<file path="config.mk">
export PLATFORM = sky130hd
export DESIGN_NAME = buffered_uart_fifo_pair
export DESIGN_NICKNAME = d
export VERILOG_FILES = /design/src/sv/bufu_pkg.sv /design/src/sv/bufu_ram.sv /design/src/sv/bufu_ctrl.sv /design/src/sv/buffered_uart_fifo_pair.sv
export SDC_FILE = /design/constraint.sdc
export NUM_CORES = 1
export LEC_CHECK = 0
export ABC_AREA = 1
export BUFFER_PORTS_ARGS = -buffer_cell sky130_fd_sc_hd__buf_2
export CAP_MARGIN = 20
export CORE_MARGIN = 10
export CORE_UTILIZATION = 30
export DETAILED_ROUTE_END_ITERATION = 10
export GPL_TIMING_DRIVEN = 1
export SLEW_MARGIN = 40
export SYNTH_ARGS = -nofsm -noshare
export SYNTH_HDL_FRONTEND = slang
export SYNTH_HIERARCHICAL = 1
export SYNTH_SLANG_ARGS = --single-unit
</file>
<file path="constraint.sdc">
create_clock -name clk -period 3.65 [get_ports clk]
set_input_delay 0.365 -clock clk [delete_from_list [all_inputs] [get_ports clk]]
set_output_delay 0.365 -clock clk [all_outputs]
set_load 0.02 [all_outputs]
</file>
<file path="src/sv/bufu_pkg.sv">
// shared types and constants for the buffered uart fifo pair
`timescale 1ns / 1ps

package bufu_pkg;

  localparam int COUNT_W = 6;
  localparam logic [7:0] NO_BYTE = 8'hff;

  typedef enum logic [1:0] {
    CMD_LINE_RX  = 2'd0,
    CMD_CPU_READ = 2'd1,
    CMD_CPU_SEND = 2'd2,
    CMD_TX_READY = 2'd3
  } cmd_t;

  typedef enum logic [1:0] {
    SRC_NONE = 2'b00,
    SRC_RX   = 2'b01,
    SRC_TX   = 2'b10
  } src_t;

  typedef struct packed {
    src_t               src;
    logic               ok;
    logic [COUNT_W-1:0] rx_count;
    logic               irq;
  } res_t;

endpackage

</file>
<file path="src/sv/bufu_ram.sv">
// generic single-write, single-read ram with registered read data
`timescale 1ns / 1ps

module bufu_ram #(
  parameter int WIDTH = 8,
  parameter int DEPTH_BITS = 6
) (
  input  logic                  clk,
  input  logic                  we,
  input  logic [DEPTH_BITS-1:0] waddr,
  input  logic [WIDTH-1:0]      wdata,
  input  logic                  re,
  input  logic [DEPTH_BITS-1:0] raddr,
  output logic [WIDTH-1:0]      rdata
);

  logic [WIDTH-1:0] mem [(1 << DEPTH_BITS)];
  logic [WIDTH-1:0] rdata_r;

  always_ff @(posedge clk) begin
    if (we) begin
      mem[waddr] <= wdata;
    end
    if (re) begin
      rdata_r <= mem[raddr];
    end
  end

  assign rdata = rdata_r;

endmodule

</file>
<file path="src/sv/bufu_ctrl.sv">
// ring pointer control: full/empty decisions, memory requests, irq enable
`timescale 1ns / 1ps

module bufu_ctrl
  import bufu_pkg::*;
#(
  parameter int RX_DEPTH_BITS = 6,
  parameter int TX_DEPTH_BITS = 6
) (
  input  logic                     clk,
  input  logic                     rst_n,
  input  logic                     fire,
  input  cmd_t                     cmd,
  output logic                     rx_we,
  output logic [RX_DEPTH_BITS-1:0] rx_waddr,
  output logic                     rx_re,
  output logic [RX_DEPTH_BITS-1:0] rx_raddr,
  output logic                     tx_we,
  output logic [TX_DEPTH_BITS-1:0] tx_waddr,
  output logic                     tx_re,
  output logic [TX_DEPTH_BITS-1:0] tx_raddr,
  output res_t                     res
);

  logic [RX_DEPTH_BITS-1:0] rx_wr_r, rx_wr_nxt, rx_rd_r, rx_rd_nxt;
  logic [TX_DEPTH_BITS-1:0] tx_wr_r, tx_wr_nxt, tx_rd_r, tx_rd_nxt;
  logic                     irq_r, irq_nxt;
  logic [RX_DEPTH_BITS-1:0] rx_wr_inc, rx_diff;
  logic [TX_DEPTH_BITS-1:0] tx_wr_inc;
  logic                     rx_full, rx_empty, tx_full, tx_empty;
  logic                     ok;
  src_t                     src;

  assign rx_wr_inc = rx_wr_r + 1'b1;
  assign tx_wr_inc = tx_wr_r + 1'b1;
  assign rx_full   = (rx_wr_inc == rx_rd_r);
  assign rx_empty  = (rx_wr_r == rx_rd_r);
  assign tx_full   = (tx_wr_inc == tx_rd_r);
  assign tx_empty  = (tx_wr_r == tx_rd_r);

  always_comb begin
    rx_wr_nxt = rx_wr_r;
    rx_rd_nxt = rx_rd_r;
    tx_wr_nxt = tx_wr_r;
    tx_rd_nxt = tx_rd_r;
    irq_nxt   = irq_r;
    rx_we     = 1'b0;
    rx_re     = 1'b0;
    tx_we     = 1'b0;
    tx_re     = 1'b0;
    ok        = 1'b0;
    src       = SRC_NONE;
    case (cmd)
      CMD_LINE_RX: begin
        if (!rx_full) begin
          rx_we     = fire;
          rx_wr_nxt = rx_wr_inc;
          ok        = 1'b1;
        end
      end
      CMD_CPU_READ: begin
        if (!rx_empty) begin
          rx_re     = fire;
          rx_rd_nxt = rx_rd_r + 1'b1;
          ok        = 1'b1;
          src       = SRC_RX;
        end
      end
      CMD_CPU_SEND: begin
        if (!tx_full) begin
          tx_we     = fire;
          tx_wr_nxt = tx_wr_inc;
          irq_nxt   = 1'b1;
          ok        = 1'b1;
        end
      end
      CMD_TX_READY: begin
        if (tx_empty) begin
          irq_nxt = 1'b0;
        end else begin
          tx_re     = fire;
          tx_rd_nxt = tx_rd_r + 1'b1;
          ok        = 1'b1;
          src       = SRC_TX;
        end
      end
      default: begin
        ok = 1'b0;
      end
    endcase
  end

  assign rx_diff  = rx_wr_nxt - rx_rd_nxt;
  assign rx_waddr = rx_wr_r;
  assign rx_raddr = rx_rd_r;
  assign tx_waddr = tx_wr_r;
  assign tx_raddr = tx_rd_r;

  always_comb begin
    res.src      = src;
    res.ok       = ok;
    res.rx_count = COUNT_W'(rx_diff);
    res.irq      = irq_nxt;
  end

  always_ff @(posedge clk) begin
    if (!rst_n) begin
      rx_wr_r <= '0;
      rx_rd_r <= '0;
      tx_wr_r <= '0;
      tx_rd_r <= '0;
      irq_r   <= 1'b0;
    end else if (fire) begin
      rx_wr_r <= rx_wr_nxt;
      rx_rd_r <= rx_rd_nxt;
      tx_wr_r <= tx_wr_nxt;
      tx_rd_r <= tx_rd_nxt;
      irq_r   <= irq_nxt;
    end
  end

endmodule

</file>
<file path="src/sv/buffered_uart_fifo_pair.sv">
// top level: receive and transmit byte rings with command stream and result stream
`timescale 1ns / 1ps

// Each command beat yields one result beat. On the accept edge the ring
// memory is read into its registered read data; once the output register
// is free, that data is taken into the output register, and only then is
// a new command taken. The output register lets one command be accepted
// while the previous result still waits. Each ring holds 2^DEPTH_BITS - 1
// bytes; rx_count reports the receive fill in six bits.
module buffered_uart_fifo_pair
  import bufu_pkg::*;
#(
  parameter int RX_DEPTH_BITS = 6,
  parameter int TX_DEPTH_BITS = 6
) (
  input  logic        clk,
  input  logic        rst_n,
  input  logic        in_tvalid,
  output logic        in_tready,
  input  logic [7:0]  in_tdata,   // data_in
  input  logic [1:0]  in_tuser,   // command
  output logic        out_tvalid,
  input  logic        out_tready,
  output logic [15:0] out_tdata   // data_out, success, rx_count, tx_irq_enable
);

  logic                     fire;
  logic                     rx_we, rx_re, tx_we, tx_re;
  logic [RX_DEPTH_BITS-1:0] rx_waddr, rx_raddr;
  logic [TX_DEPTH_BITS-1:0] tx_waddr, tx_raddr;
  logic [7:0]               rx_rdata, tx_rdata;
  res_t                     res;
  res_t                     s1_res_r;
  logic                     s1_valid_r;
  logic                     out_valid_r;
  logic [15:0]              out_data_r;
  logic                     out_free;
  logic                     s1_move;
  logic [7:0]               s1_byte;

  assign in_tready = !s1_valid_r;
  assign fire      = in_tvalid && in_tready;
  assign out_free  = !out_valid_r || out_tready;
  assign s1_move   = s1_valid_r && out_free;

  bufu_ctrl #(
    .RX_DEPTH_BITS(RX_DEPTH_BITS),
    .TX_DEPTH_BITS(TX_DEPTH_BITS)
  ) u_ctrl (
    .clk      (clk),
    .rst_n    (rst_n),
    .fire     (fire),
    .cmd      (cmd_t'(in_tuser)),
    .rx_we    (rx_we),
    .rx_waddr (rx_waddr),
    .rx_re    (rx_re),
    .rx_raddr (rx_raddr),
    .tx_we    (tx_we),
    .tx_waddr (tx_waddr),
    .tx_re    (tx_re),
    .tx_raddr (tx_raddr),
    .res      (res)
  );

  bufu_ram #(
    .WIDTH(8),
    .DEPTH_BITS(RX_DEPTH_BITS)
  ) u_rx_ram (
    .clk   (clk),
    .we    (rx_we),
    .waddr (rx_waddr),
    .wdata (in_tdata),
    .re    (rx_re),
    .raddr (rx_raddr),
    .rdata (rx_rdata)
  );

  bufu_ram #(
    .WIDTH(8),
    .DEPTH_BITS(TX_DEPTH_BITS)
  ) u_tx_ram (
    .clk   (clk),
    .we    (tx_we),
    .waddr (tx_waddr),
    .wdata (in_tdata),
    .re    (tx_re),
    .raddr (tx_raddr),
    .rdata (tx_rdata)
  );

  always_comb begin
    case (s1_res_r.src)
      SRC_RX:  s1_byte = rx_rdata;
      SRC_TX:  s1_byte = tx_rdata;
      default: s1_byte = NO_BYTE;
    endcase
  end

  always_ff @(posedge clk) begin
    if (!rst_n) begin
      s1_valid_r  <= 1'b0;
      out_valid_r <= 1'b0;
    end else begin
      if (fire) begin
        s1_valid_r <= 1'b1;
      end else if (s1_move) begin
        s1_valid_r <= 1'b0;
      end
      if (s1_move) begin
        out_valid_r <= 1'b1;
      end else if (out_tready) begin
        out_valid_r <= 1'b0;
      end
    end
  end

  always_ff @(posedge clk) begin
    if (fire) begin
      s1_res_r <= res;
    end
    if (s1_move) begin
      out_data_r <= {s1_res_r.irq, s1_res_r.rx_count, s1_res_r.ok, s1_byte};
    end
  end

  assign out_tvalid = out_valid_r;
  assign out_tdata  = out_data_r;

endmodule
</file>
# --- After elaboration in Yosys (flattened, before gate mapping) ---
# Memories as Yosys holds them, arrays and structs flattened. A register that Yosys moved wholly into a read port is not among the register bits.
# Cells that the tools add are included.
word_totals:
  reg_bits: 53
  mem_bits_rw: 1024
  inputBits: 14
  elab_cells: 72
  memories: 2
memory_table:
  columns: ["memory", "words", "word_bits", "rd", "rd_ports_with_merged_regs", "wr", "line", "text"]
  rows:
  - ["u_rx_ram.mem", 64, 8, 1, 1, 1, "bufu_ram.sv:17", "logic [WIDTH-1:0] mem [(1 << DEPTH_BITS)];"]
  - ["u_tx_ram.mem", 64, 8, 1, 1, 1, "bufu_ram.sv:17", null]
op_classes:
  addsub: 5
  n_eq_ne: 9
  n_mux: 32
  bitwise: 2
  n_reduce_logical: 10
ops:
  columns: ["op", "n"]
  rows:
  - ["$add A6 B1 Y6 const B", 4]
  - ["$eq A6 B6 Y1", 4]
  - ["$mux W6", 4]
  - ["$mux W1", 23]
  - ["$pmux W8 S2", 1]
  - ["$eq A2 B2 Y1 const B", 3]
  - ["$reduce_and A3 Y1", 2]
  - ["$sub A6 B6 Y6", 1]
  - ["$eq A2 B1 Y1 const B", 2]
  - ["$pmux W1 S4", 1]
  - ["$pmux W2 S2", 1]
  - ["$reduce_bool A2 Y1", 2]
  - ["$logic_and A1 B1 Y1", 2]
  - ["$logic_not A1 Y1", 2]
  - ["$logic_not A2 Y1", 1]
  - ["$mux W2", 1]
  - ["$not A1 Y1", 2]
  - ["$pmux W1 S2", 1]
  - ["$logic_or A1 B1 Y1", 1]

# --- Depth between registers and ports, before layout ---
# Gate-level depths: netlist (run 1).
depth:
  ltp_word: 6
  depth_mapped: 21
  ltp_nobuf: 21

# --- Cells and area by module ---
# The synthesis (run 1) kept the hierarchy.
by_module_without_submodules:
  columns: ["module", "n_inst", "cells_per_inst", "area_per_inst_um2", "seq_area_each_um2"]
  rows:
  - ["bufu_ram", 2, 1805, 21419.3, 15615.0]
  - ["bufu_ctrl", 1, 355, 2205.9, 500.5]
  - ["buffered_uart_fifo_pair", 1, 68, 1024.7, 820.8]

# --- Worst setup path after synthesis (run 1) ---
# OpenSTA, ideal clock, no wires.
synth_path:
  kind: "input to register"
  startpoint: "input port in_tvalid"
  endpoint: "memory u_rx_ram.mem[48][0] (enable)"
  setup_ns: 0.395
  arrival_ns: 2.914
  t_required_ns: 3.255
  setup_slack_ns: 0.341
  cell_stages: 7
  cell_sequence: "inv_1 > nor2_1 > nand3_4 > inv_4 > clkbuf_1 > nand4_1 > nor4_1"
synth_between:
  elab_chain_cells: 5
synth_lines:
  columns: ["element", "line", "text"]
  rows:
  - ["start, declared", "buffered_uart_fifo_pair.sv:18", "input logic in_tvalid,"]
  - ["$logic_and A1 B1 Y1", "buffered_uart_fifo_pair.sv:42", "assign fire = in_tvalid && in_tready;"]
  - ["named net fire", "buffered_uart_fifo_pair.sv:27", "logic fire;"]
  - ["$mux W1", "bufu_ctrl.sv:55", "if (!rx_full) begin"]
  - ["$mux W1", "bufu_ctrl.sv:53", "case (cmd)"]
  - ["named net rx_we", "buffered_uart_fifo_pair.sv:28", "logic rx_we, rx_re, tx_we, tx_re;"]
  - ["$mux W1", "bufu_ram.sv:21", "if (we) begin"]
  - ["$mux W1 (not written as such)", "bufu_ram.sv:22", "mem[waddr] <= wdata;"]
  - ["end, declared", "bufu_ram.sv:17", null]
# The timed path passes the listed nets, and every way through them passes these cells.

# --- Final worst setup path (run 1) ---
layout_path:
  startpoint: "register u_ctrl.tx_wr_r[0] (netlist: u_ctrl/tx_waddr[0])"
  endpoint: "memory u_tx_ram.mem[7][5] (enable)"
layout_between:
  elab_chain_cells: 6
layout_lines:
  columns: ["element", "line", "text"]
  rows:
  - ["start, declared", "bufu_ctrl.sv:26", "logic [TX_DEPTH_BITS-1:0] tx_wr_r, tx_wr_nxt, tx_rd_r, tx_rd_nxt;"]
  - ["start signal, assigned", "bufu_ctrl.sv:116", "tx_wr_r <= tx_wr_nxt;"]
  - ["$add A6 B1 Y6", "bufu_ctrl.sv:35", "assign tx_wr_inc = tx_wr_r + 1'b1;"]
  - ["$eq A6 B6 Y1", "bufu_ctrl.sv:38", "assign tx_full = (tx_wr_inc == tx_rd_r);"]
  - ["$mux W1", "bufu_ctrl.sv:70", "if (!tx_full) begin"]
  - ["$mux W1", "bufu_ctrl.sv:53", null]
  - ["named net tx_we", "buffered_uart_fifo_pair.sv:28", null]
  - ["$mux W1", "bufu_ram.sv:21", null]
  - ["$mux W1 (not written as such)", "bufu_ram.sv:22", null]
  - ["end, declared", "bufu_ram.sv:17", null]
# The timed path passes the listed nets, and every way through them passes these cells.

==> results.md, run 1 <==
- Worst Path Class, Setup: reg -> reg
- Die width: 412 um
- Syn_nets: 4059
- Cell depth of the worst min-delay path: 1
- First-pass GRT wire length: 179 mm
- FP Rows: 143
- Met1 Wirelength: 51.1 mm
- H-tree Lvls: 3
- Final hold viol count: 0
- Worst clock skew: 0.0281 ns
- # resized after CTS: 0
- Worst Hold Class: in -> reg
- P_int: 20.2 mW
- Vias in the first global route: 28600
- Critical path startpoint category: flop
- Clock power frac: 0.403
- Max-slew violation count: 0
- Cells after Synth: 4033
- DR pass1 iterations: 6
- Synthesized cell area: 0.0461 mm2
- Final setup viols: 0
- Via count: 30104
- Largest net degree at the start of global routing: 163
- Clk slew on worst S/H paths: 0.07 ns
- Max Fclk: 0.310 GHz
- Num Clock Sinks: 1093
- Final instance area: 0.0517 mm2
- Port bufs: 31
- Worst setup EP type: flop
- P per Cell Area: 506 mW/mm2
- Sw Share: 0.230
- Setup TNS: 0 ns
- Routed length per instance: 19.1 um
- Die area: 0.170 mm2
- Overall Power: 26.2 mW
- Initial antenna violation count: 2
- GP Congestion: 0.858
- Post-CTS Setup Inserts: 0
- RSZ-0062 raised after global routing: no
- Layout area overhead: 12.3%
- Met3 Wirelength: 6.77 mm
- Clock latency on the worst-skew pair: 0.72 ns
- Most frequent cells in the layout: nand2_1, edfxtp_1, nand3_1, nor2_1, buf_4
- Dpl hpwl: 68.8 mm
- Final min period: 3.23 ns
- Leading area contributor after synthesis: edfxtp_1
- Chip Height: 412 um
- Actual slew at the worst max-slew pin: 0.864 ns
- Leading cell type in the layout, fill and taps excluded: nand2_1
- Synth area leaders: edfxtp_1, nand2_1, nand3_1
- Leak: 18.3 nW
- Pre-CTS setup slack: 0.520 ns
- Top cell type's share of synthesized area: 0.695
- Final WS setup: 0.422 ns
- Hold buffers post-CTS: 2
- Placeable Area: 0.152 mm2
- GRT Util Overall: 0.134
- Top sig layer: met4
- Clock root cell: clkbuf_16
- Post-Route WL: 118 mm
- Critical path data required time: 3.99 ns
- Ys Warns: 6
- DRC Markers: 0
- Max-slew headroom: 0.424
- #FFs+latches synth: 1093
- Maximum fanout along the worst path: 10
- Max_cap viols: 0
- Initial Util: 0.303
- Fill count: 14921
- Worst path arrival time: 3.57 ns
- # IOs: 32
- Routed vias/inst: 4.88
- Period utilisation layout: 0.885
- Total congestion overflow: 0
- Fin nets: 4092
- Gate power share: 0.065
- Outcome: completed
- Flop2flop setup slack: 0.42 ns
- Worst VDD drop: 0.344 mV
- DRT iter0 DRCs: 2933
- Flop pwr share: 0.532
- Worst R2R Path Depth: 12
- Avg Cell Area, Syn: 11.4 um2
- Final Util: 0.340
- Routed Antenna Nets: 0
- Sequential share of the synthesized area: 0.707
- P_sw: 6.02 mW
- Bufs on Longest Clock Path: 3
- Post-DP Area: 0.0484 mm2
- Number of distinct library cells after synthesis: 40
- Num CTS Buffers: 103
- CTS tree: yes
- Share of cells above drive strength 1: 0.0884
- Routed met2 length: 56.6 mm
critical path, cell delays in order, from the launching register on:
cell	delay [ns]
dfxtp_1	0.51
ha_1	0.25
nand3_1	0.15
inv_1	0.10
nand2_1	0.05
nand3_1	0.09
nor2_1	0.06
nand3_2	0.10
nand3_4	0.15
inv_2	0.18
nand4_1	0.29
buf_4	0.30
nor2_1	0.62
stage by stage:
step           instances  hold slack, ns
3_5_place_dp        5988           0.412
2_1_floorplan       4033           0.400
4_1_cts             6170          0.0465
6_report            6173          0.0623
3_3_place_gp        5988           0.404
5_1_grt             6171          0.0529
synthesized netlist by cell type:
cell and instances:
nand2_1 1434, edfxtp_1 1066, nand3_1 910, nor2_1 132
buf_2 77, buf_6 70, inv_1 64, buf_4 33
clkbuf_1 33, dfxtp_1 27, nand4_1 26, a21oi_1 22
buf_1 20, inv_2 16, nor4_1 16, xor2_1 16
o21ai_0 12, ha_1 11, nor2_2 5, o21ai_1 5
buf_8 4, xnor2_1 4, nand2_2 3, nand2_4 3
nand3_2 3, nand3_4 3, clkbuf_2 2, inv_6 2
nor2_4 2, o22ai_1 2, a21boi_2 1, a21oi_4 1
clkinv_1 1, fa_1 1, inv_4 1, nand3b_1 1
nor3_1 1, nor3_2 1, o21ai_2 1, xor2_2 1
cell families after synthesis:
logic type	Yosys count	share of synthesized area
fa+ha+maj	12	0.00342
flops	1093	0.707
compound gates	44	0.00530
xor+xnor	21	0.00416
simple gates	2540	0.237
buf+inv	323	0.0438
routing by layer:
metal / global-route usage / up-vias
met5: 0 / -
met4: 0.0477 / 0
met3: 0.0186 / 179
met2: 0.220 / 895
met1: 0.181 / 14906
li1: - / 14124
path summary, 6_finish.rpt:
check,from,to
worst max-delay path,u_ctrl/tx_waddr[0],u_tx_ram/mem[7][5]
worst min-delay path,in_tdata[1],u_rx_ram/mem[23][1]
worst max register to register,u_ctrl/tx_waddr[0],u_tx_ram/mem[7][5]
worst min register to register,s1_res_r[2],out_tdata[10]
power by group through the flow:
stage,clock [mW],combinational (mW),sequential [mW]
final,10.5,1.71,13.9
after global routing,11.2,1.89,13.9
after CTS,10.8,1.72,13.9
after detailed placement,0,1.71,14.2
after global placement,0,1.70,14.2
after floorplan,0,1.06,14.2
cell type report:
type / instances / area (um2) / area share
clock inverter: 49 / 559 / 0.0108
timing repair buffer: 167 / 1470 / 0.0284
clock buffer: 131 / 2720 / 0.0527
multi-input combinational: 2617 / 11500 / 0.223
inverter: 84 / 333 / 0.00643
sequential: 1093 / 32600 / 0.630
tap: 2030 / 2540 / 0.0491
antenna: 2 / 5.00 / 0.0000968
sequential cells by signal, indices dropped and copies added, names as in the netlist, 6 cells and up:
signal           cells
u_rx_ram/mem       512
out_tdata           16
u_tx_ram/mem       512
u_ctrl/rx_waddr      6
u_ctrl/tx_raddr      6
u_ctrl/tx_waddr      6
u_rx_ram/rdata       8
u_ctrl/rx_raddr      6
s1_res_r            10
u_tx_ram/rdata       8
Note: power is estimated with default switching activity, not from simulation.
==> run 2: changes to the inputs <==
--- a/config.mk
+++ b/config.mk
@@ -12,8 +12,7 @@
 export CORE_UTILIZATION = 30
 export DETAILED_ROUTE_END_ITERATION = 10
-export GPL_TIMING_DRIVEN = 1
+export GPL_TIMING_DRIVEN = 0
 export SLEW_MARGIN = 40
 export SYNTH_ARGS = -nofsm -noshare
 export SYNTH_HDL_FRONTEND = slang
-export SYNTH_HIERARCHICAL = 1
 export SYNTH_SLANG_ARGS = --single-unit
==> constraint.sdc (replaced) <==
create_clock -name clk -period 3.65 [get_ports clk]
set_input_delay 0 -clock clk [delete_from_list [all_inputs] [get_ports clk]]
set_output_delay 0 -clock clk [all_outputs]
set_load 0.02 [all_outputs]
==> run 2 against run 1 <==
Compared with the run above: die area shrank 4.0%; hold slack gained 0.056 ns; sequential power is essentially flat; synthesized cell count shrank 13%; total power is essentially flat; cell area shrank 2.0%; clock power is essentially flat; highest routed layer unchanged.
==> results.md, run 2 <==
- Outcome: completed (unchanged)
- Fill count: 14260 (was 14921)
- Leading area contributor after synthesis: edfxtp_1 (unchanged)
- Routed Antenna Nets: 0 (unchanged)
- Clock latency on the worst-skew pair: 0.73 ns (was 0.72 ns)
- Worst Hold Class: in -> reg (unchanged)
- Worst clock skew: 0.0245 ns (was 0.0281 ns)
- Final hold slack: 0.118 ns (was 0.0623 ns)
- Worst R2R Path Depth: 10 (was 12)
- Chip Height: 404 um (was 412 um)
- Initial Util: 0.303 (about the same)
- Cells after Synth: 3521 (was 4033)
- Worst Path Class, Setup: reg -> reg (unchanged)
- Ys Warns: 0 (was 6)
- Total congestion overflow: 0 (unchanged)
- Routed met2 length: 65.6 mm (was 56.6 mm)
- Placeable Area: 0.146 mm2 (was 0.152 mm2)
- Initial antenna violation count: 3 (was 2)
- Syn_nets: 3547 (was 4059)
- Async set-reset flop share out of synthesis: 0 (unchanged)
- Commonest cells in the synthesized netlist: edfxtp_1, nor2_1, o21ai_0 (was nand2_1, edfxtp_1, nand3_1)
- Die width: 404 um (was 412 um)
- #FFs+latches synth: 1093 (unchanged)
- Period utilisation layout: 0.926 (was 0.885)
- Critical path startpoint category: flop (unchanged)
- Met1 Wirelength: 57.9 mm (was 51.1 mm)
- Number of distinct library cells after synthesis: 38 (was 40)
- Bufs on Longest Clock Path: 3 (unchanged)
- GP Congestion: 0.986 (was 0.858)
- Max-slew headroom: 0.343 (was 0.424)
- DRC Markers: 0 (unchanged)
- Synthesized cell area: 0.0441 mm2 (was 0.0461 mm2)
- Final instance area: 0.0507 mm2 (was 0.0517 mm2)
- # IOs: 32 (unchanged)
- Worst R2R End: s1_res_r[3] (was u_tx_ram/mem[7][5])
- Avg Cell Area, Syn: 12.5 um2 (was 11.4 um2)
- Top sig layer: met4 (unchanged)
- Dpl hpwl: 97.8 mm (was 68.8 mm)
- Maximum fanout along the worst path: 10 (unchanged)
- Delay of the slowest critical-path stage: 0.58 ns (was 0.62 ns)
- Worst VDD drop: 0.329 mV (was 0.344 mV)
- Final Util: 0.347 (was 0.340)
- Final setup viols: 0 (unchanged)
- Sequential share of the synthesized area: 0.737 (was 0.707)
- Met3 Wirelength: 17.5 mm (was 6.77 mm)
- Top-count cell post-synth: edfxtp_1 (was nand2_1)
- Routed vias/inst: 5.42 (was 4.88)
- Via count: 30867 (was 30104)
- Synth area leaders: edfxtp_1, nor2_1, o21ai_0 (was edfxtp_1, nand2_1, nand3_1)
- DR pass1 iterations: 9 (was 6)
- Worst setup EP type: flop (unchanged)
- Share of cells above drive strength 1: 0.101 (was 0.0884)
- Max-slew violation count: 0 (unchanged)
- Cell mode on critical path: buf_2
- P per Cell Area: 517 mW/mm2 (was 506 mW/mm2)
- Leak: 16.2 nW (was 18.3 nW)
- Critical path data required time: 4.07 ns (was 3.99 ns)
- Post-Route WL: 148 mm (was 118 mm)
- Actual slew at the worst max-slew pin: 0.986 ns (was 0.864 ns)
- FP Rows: 140 (was 143)
- Clock root cell: clkbuf_16 (unchanged)
- Max Fclk: 0.296 GHz (was 0.310 GHz)
- Max_cap viols: 0 (unchanged)
- Fin nets: 3715 (was 4092)
- Reg2Reg Launch Point: u_ctrl.rx_raddr[0] (was u_ctrl/tx_waddr[0])
- Post-DP Area: 0.0472 mm2 (was 0.0484 mm2)
- First-pass GRT wire length: 208 mm (was 179 mm)
- Final WS setup: 0.271 ns (was 0.422 ns)
- Number of synthesized flops with an enable pin: 1066 (unchanged)
- Most frequent cells in the layout: edfxtp_1, nor2_1, o21ai_0, nand2_1, clkbuf_1 (was nand2_1, edfxtp_1, nand3_1, nor2_1, buf_4)
- Post-CTS Setup Inserts: 0 (unchanged)
- Num Clock Sinks: 1093 (unchanged)
- Final hold viol count: 0 (unchanged)
- Num CTS Buffers: 105 (was 103)
- Pre-CTS setup slack: 0.271 ns (was 0.520 ns)
- Port bufs: 31 (unchanged)
- H-tree Lvls: 3 (unchanged)
- DRT iter0 DRCs: 4375 (was 2933)
- Clk slew on worst S/H paths: 0.07 ns (about the same)
- Die area: 0.163 mm2 (was 0.170 mm2)
- Leading cell type in the layout, fill and taps excluded: edfxtp_1 (was nand2_1)
- Slowest cell on the critical path: xor2_1 (was nor2_1)
- RSZ-0062 raised after global routing: no (unchanged)
- Synth Flop Type: edfxtp_1 (unchanged)
- Layout area overhead: 14.8% (was 12.3%)
- Routed length per instance: 26.0 um (was 19.1 um)
- Vias in the first global route: 28726 (was 28600)
- CP startpoint: u_ctrl.rx_raddr[0] (was u_ctrl/tx_waddr[0])
- Final min period: 3.38 ns (was 3.23 ns)
- Worst path arrival time: 3.80 ns (was 3.57 ns)
- Worst path cell trace: buf_4 > inv_2 > buf_2 > buf_2 > buf_2 > xor2_1 > ha_1 > inv_1 > fa_1 > xor2_1 (was ha_1 > nand3_1 > inv_1 > nand2_1 > nand3_1 > nor2_1 > nand3_2 > nand3_4 > inv_2 > nand4_1 > buf_4 > nor2_1)
- CTS tree: yes (unchanged)
- Setup crit end: s1_res_r[3] (was u_tx_ram/mem[7][5])
- Top cell type's share of synthesized area: 0.725 (was 0.695)
- Finished Layout Cells: 5696 (was 6173)
- Flop2flop setup slack: 0.27 ns (was 0.42 ns)
- Cell total after placement: 5484 (was 5988)
- GRT Util Overall: 0.174 (was 0.134)
- Largest net degree at the start of global routing: 83 (was 163)
-- run 2: cell count changes in the layout (fill, tap and decap cells not counted), sizes merged, moves of 13 or more --
cell,delta
nand2,-1171
nand3,-803
nor2,+637
o21ai,+528
clkbuf,+144
o22ai,+132
o211ai,+116
nand4,+40
buf,-29
a21oi,+18
nor4,-14
dlygate4sd3,+13
-- run 2: through the flow --
stage / power [mW] / setup TNS (ns)
after detailed placement: 15.8 / 0
after CTS: 26.2 / 0
after global routing: 26.8 / 0
after global placement: 15.8 / -3.59
after floorplan: 14.9 / 0
final: 26.2 / 0
-- run 2: critical path, delay by kind of cell, from the launching register on --
family                   cells  cell delay [ns]
buffers and inverters        6             1.28
adder cells (fa/ha/maj)      2             0.63
flip-flops                   1             0.32
XOR/XNOR                     2             0.84
-- run 2: logic make-up after synthesis --
family,count (synthesis),share of synthesized area
simple gates,1230,0.115
flops,1093,0.737
compound gates,858,0.110
buf+inv,303,0.0290
xor+xnor,25,0.00496
fa+ha+maj,12,0.00357
-- run 2: power breakdown --
| group | leakage [nW] | internal, mW | total [mW] | switching [mW] |
|---|---|---|---|---|
| combinational | 4.79 | 0.406 | 1.77 | 1.36 |
| sequential | 9.81 | 13.8 | 13.9 | 0.0313 |
| clock | 1.57 | 5.73 | 10.5 | 4.81 |
-- run 2: area by class of cell --
cell class | count | area, um2 | area share
antenna | 6 | 15.0 | 0.000296
buffer | 229 | 1010 | 0.0198
clock buffer | 136 | 2790 | 0.0549
clock inverter | 55 | 432 | 0.00852
inverter | 74 | 283 | 0.00558
multi-input combinational | 2125 | 10500 | 0.208
sequential | 1093 | 32600 | 0.642
tap | 1917 | 2400 | 0.0473
timing repair buffer | 61 | 686 | 0.0135
-- run 2: routing by layer --
metal | GRT usage | vias to the layer above
met5 | 0 | -
met4 | 0.0746 | 0
met3 | 0.0459 | 347
met2 | 0.267 | 1984
met1 | 0.231 | 15255
li1 | - | 13281
-- run 2: worst min path at each step --
stage | startpoint | endpoint | depth (start not counted)
floorplan | in_tdata[0] | u_rx_ram.mem[0][0] | 0
global placement | out_tready | out_tvalid | 4
detailed placement | out_tready | out_tvalid | 4
CTS | out_tready | out_tvalid | 5
global route | out_tready | out_tvalid | 5
finish | out_tready | out_tvalid | 5
-- run 2: what timing repair did --
action	4_1_cts	5_1_grt
setup endpoints to repair	0	1
hold buffers	15	0
resized for setup	0	1
hold endpoints to repair	618	0
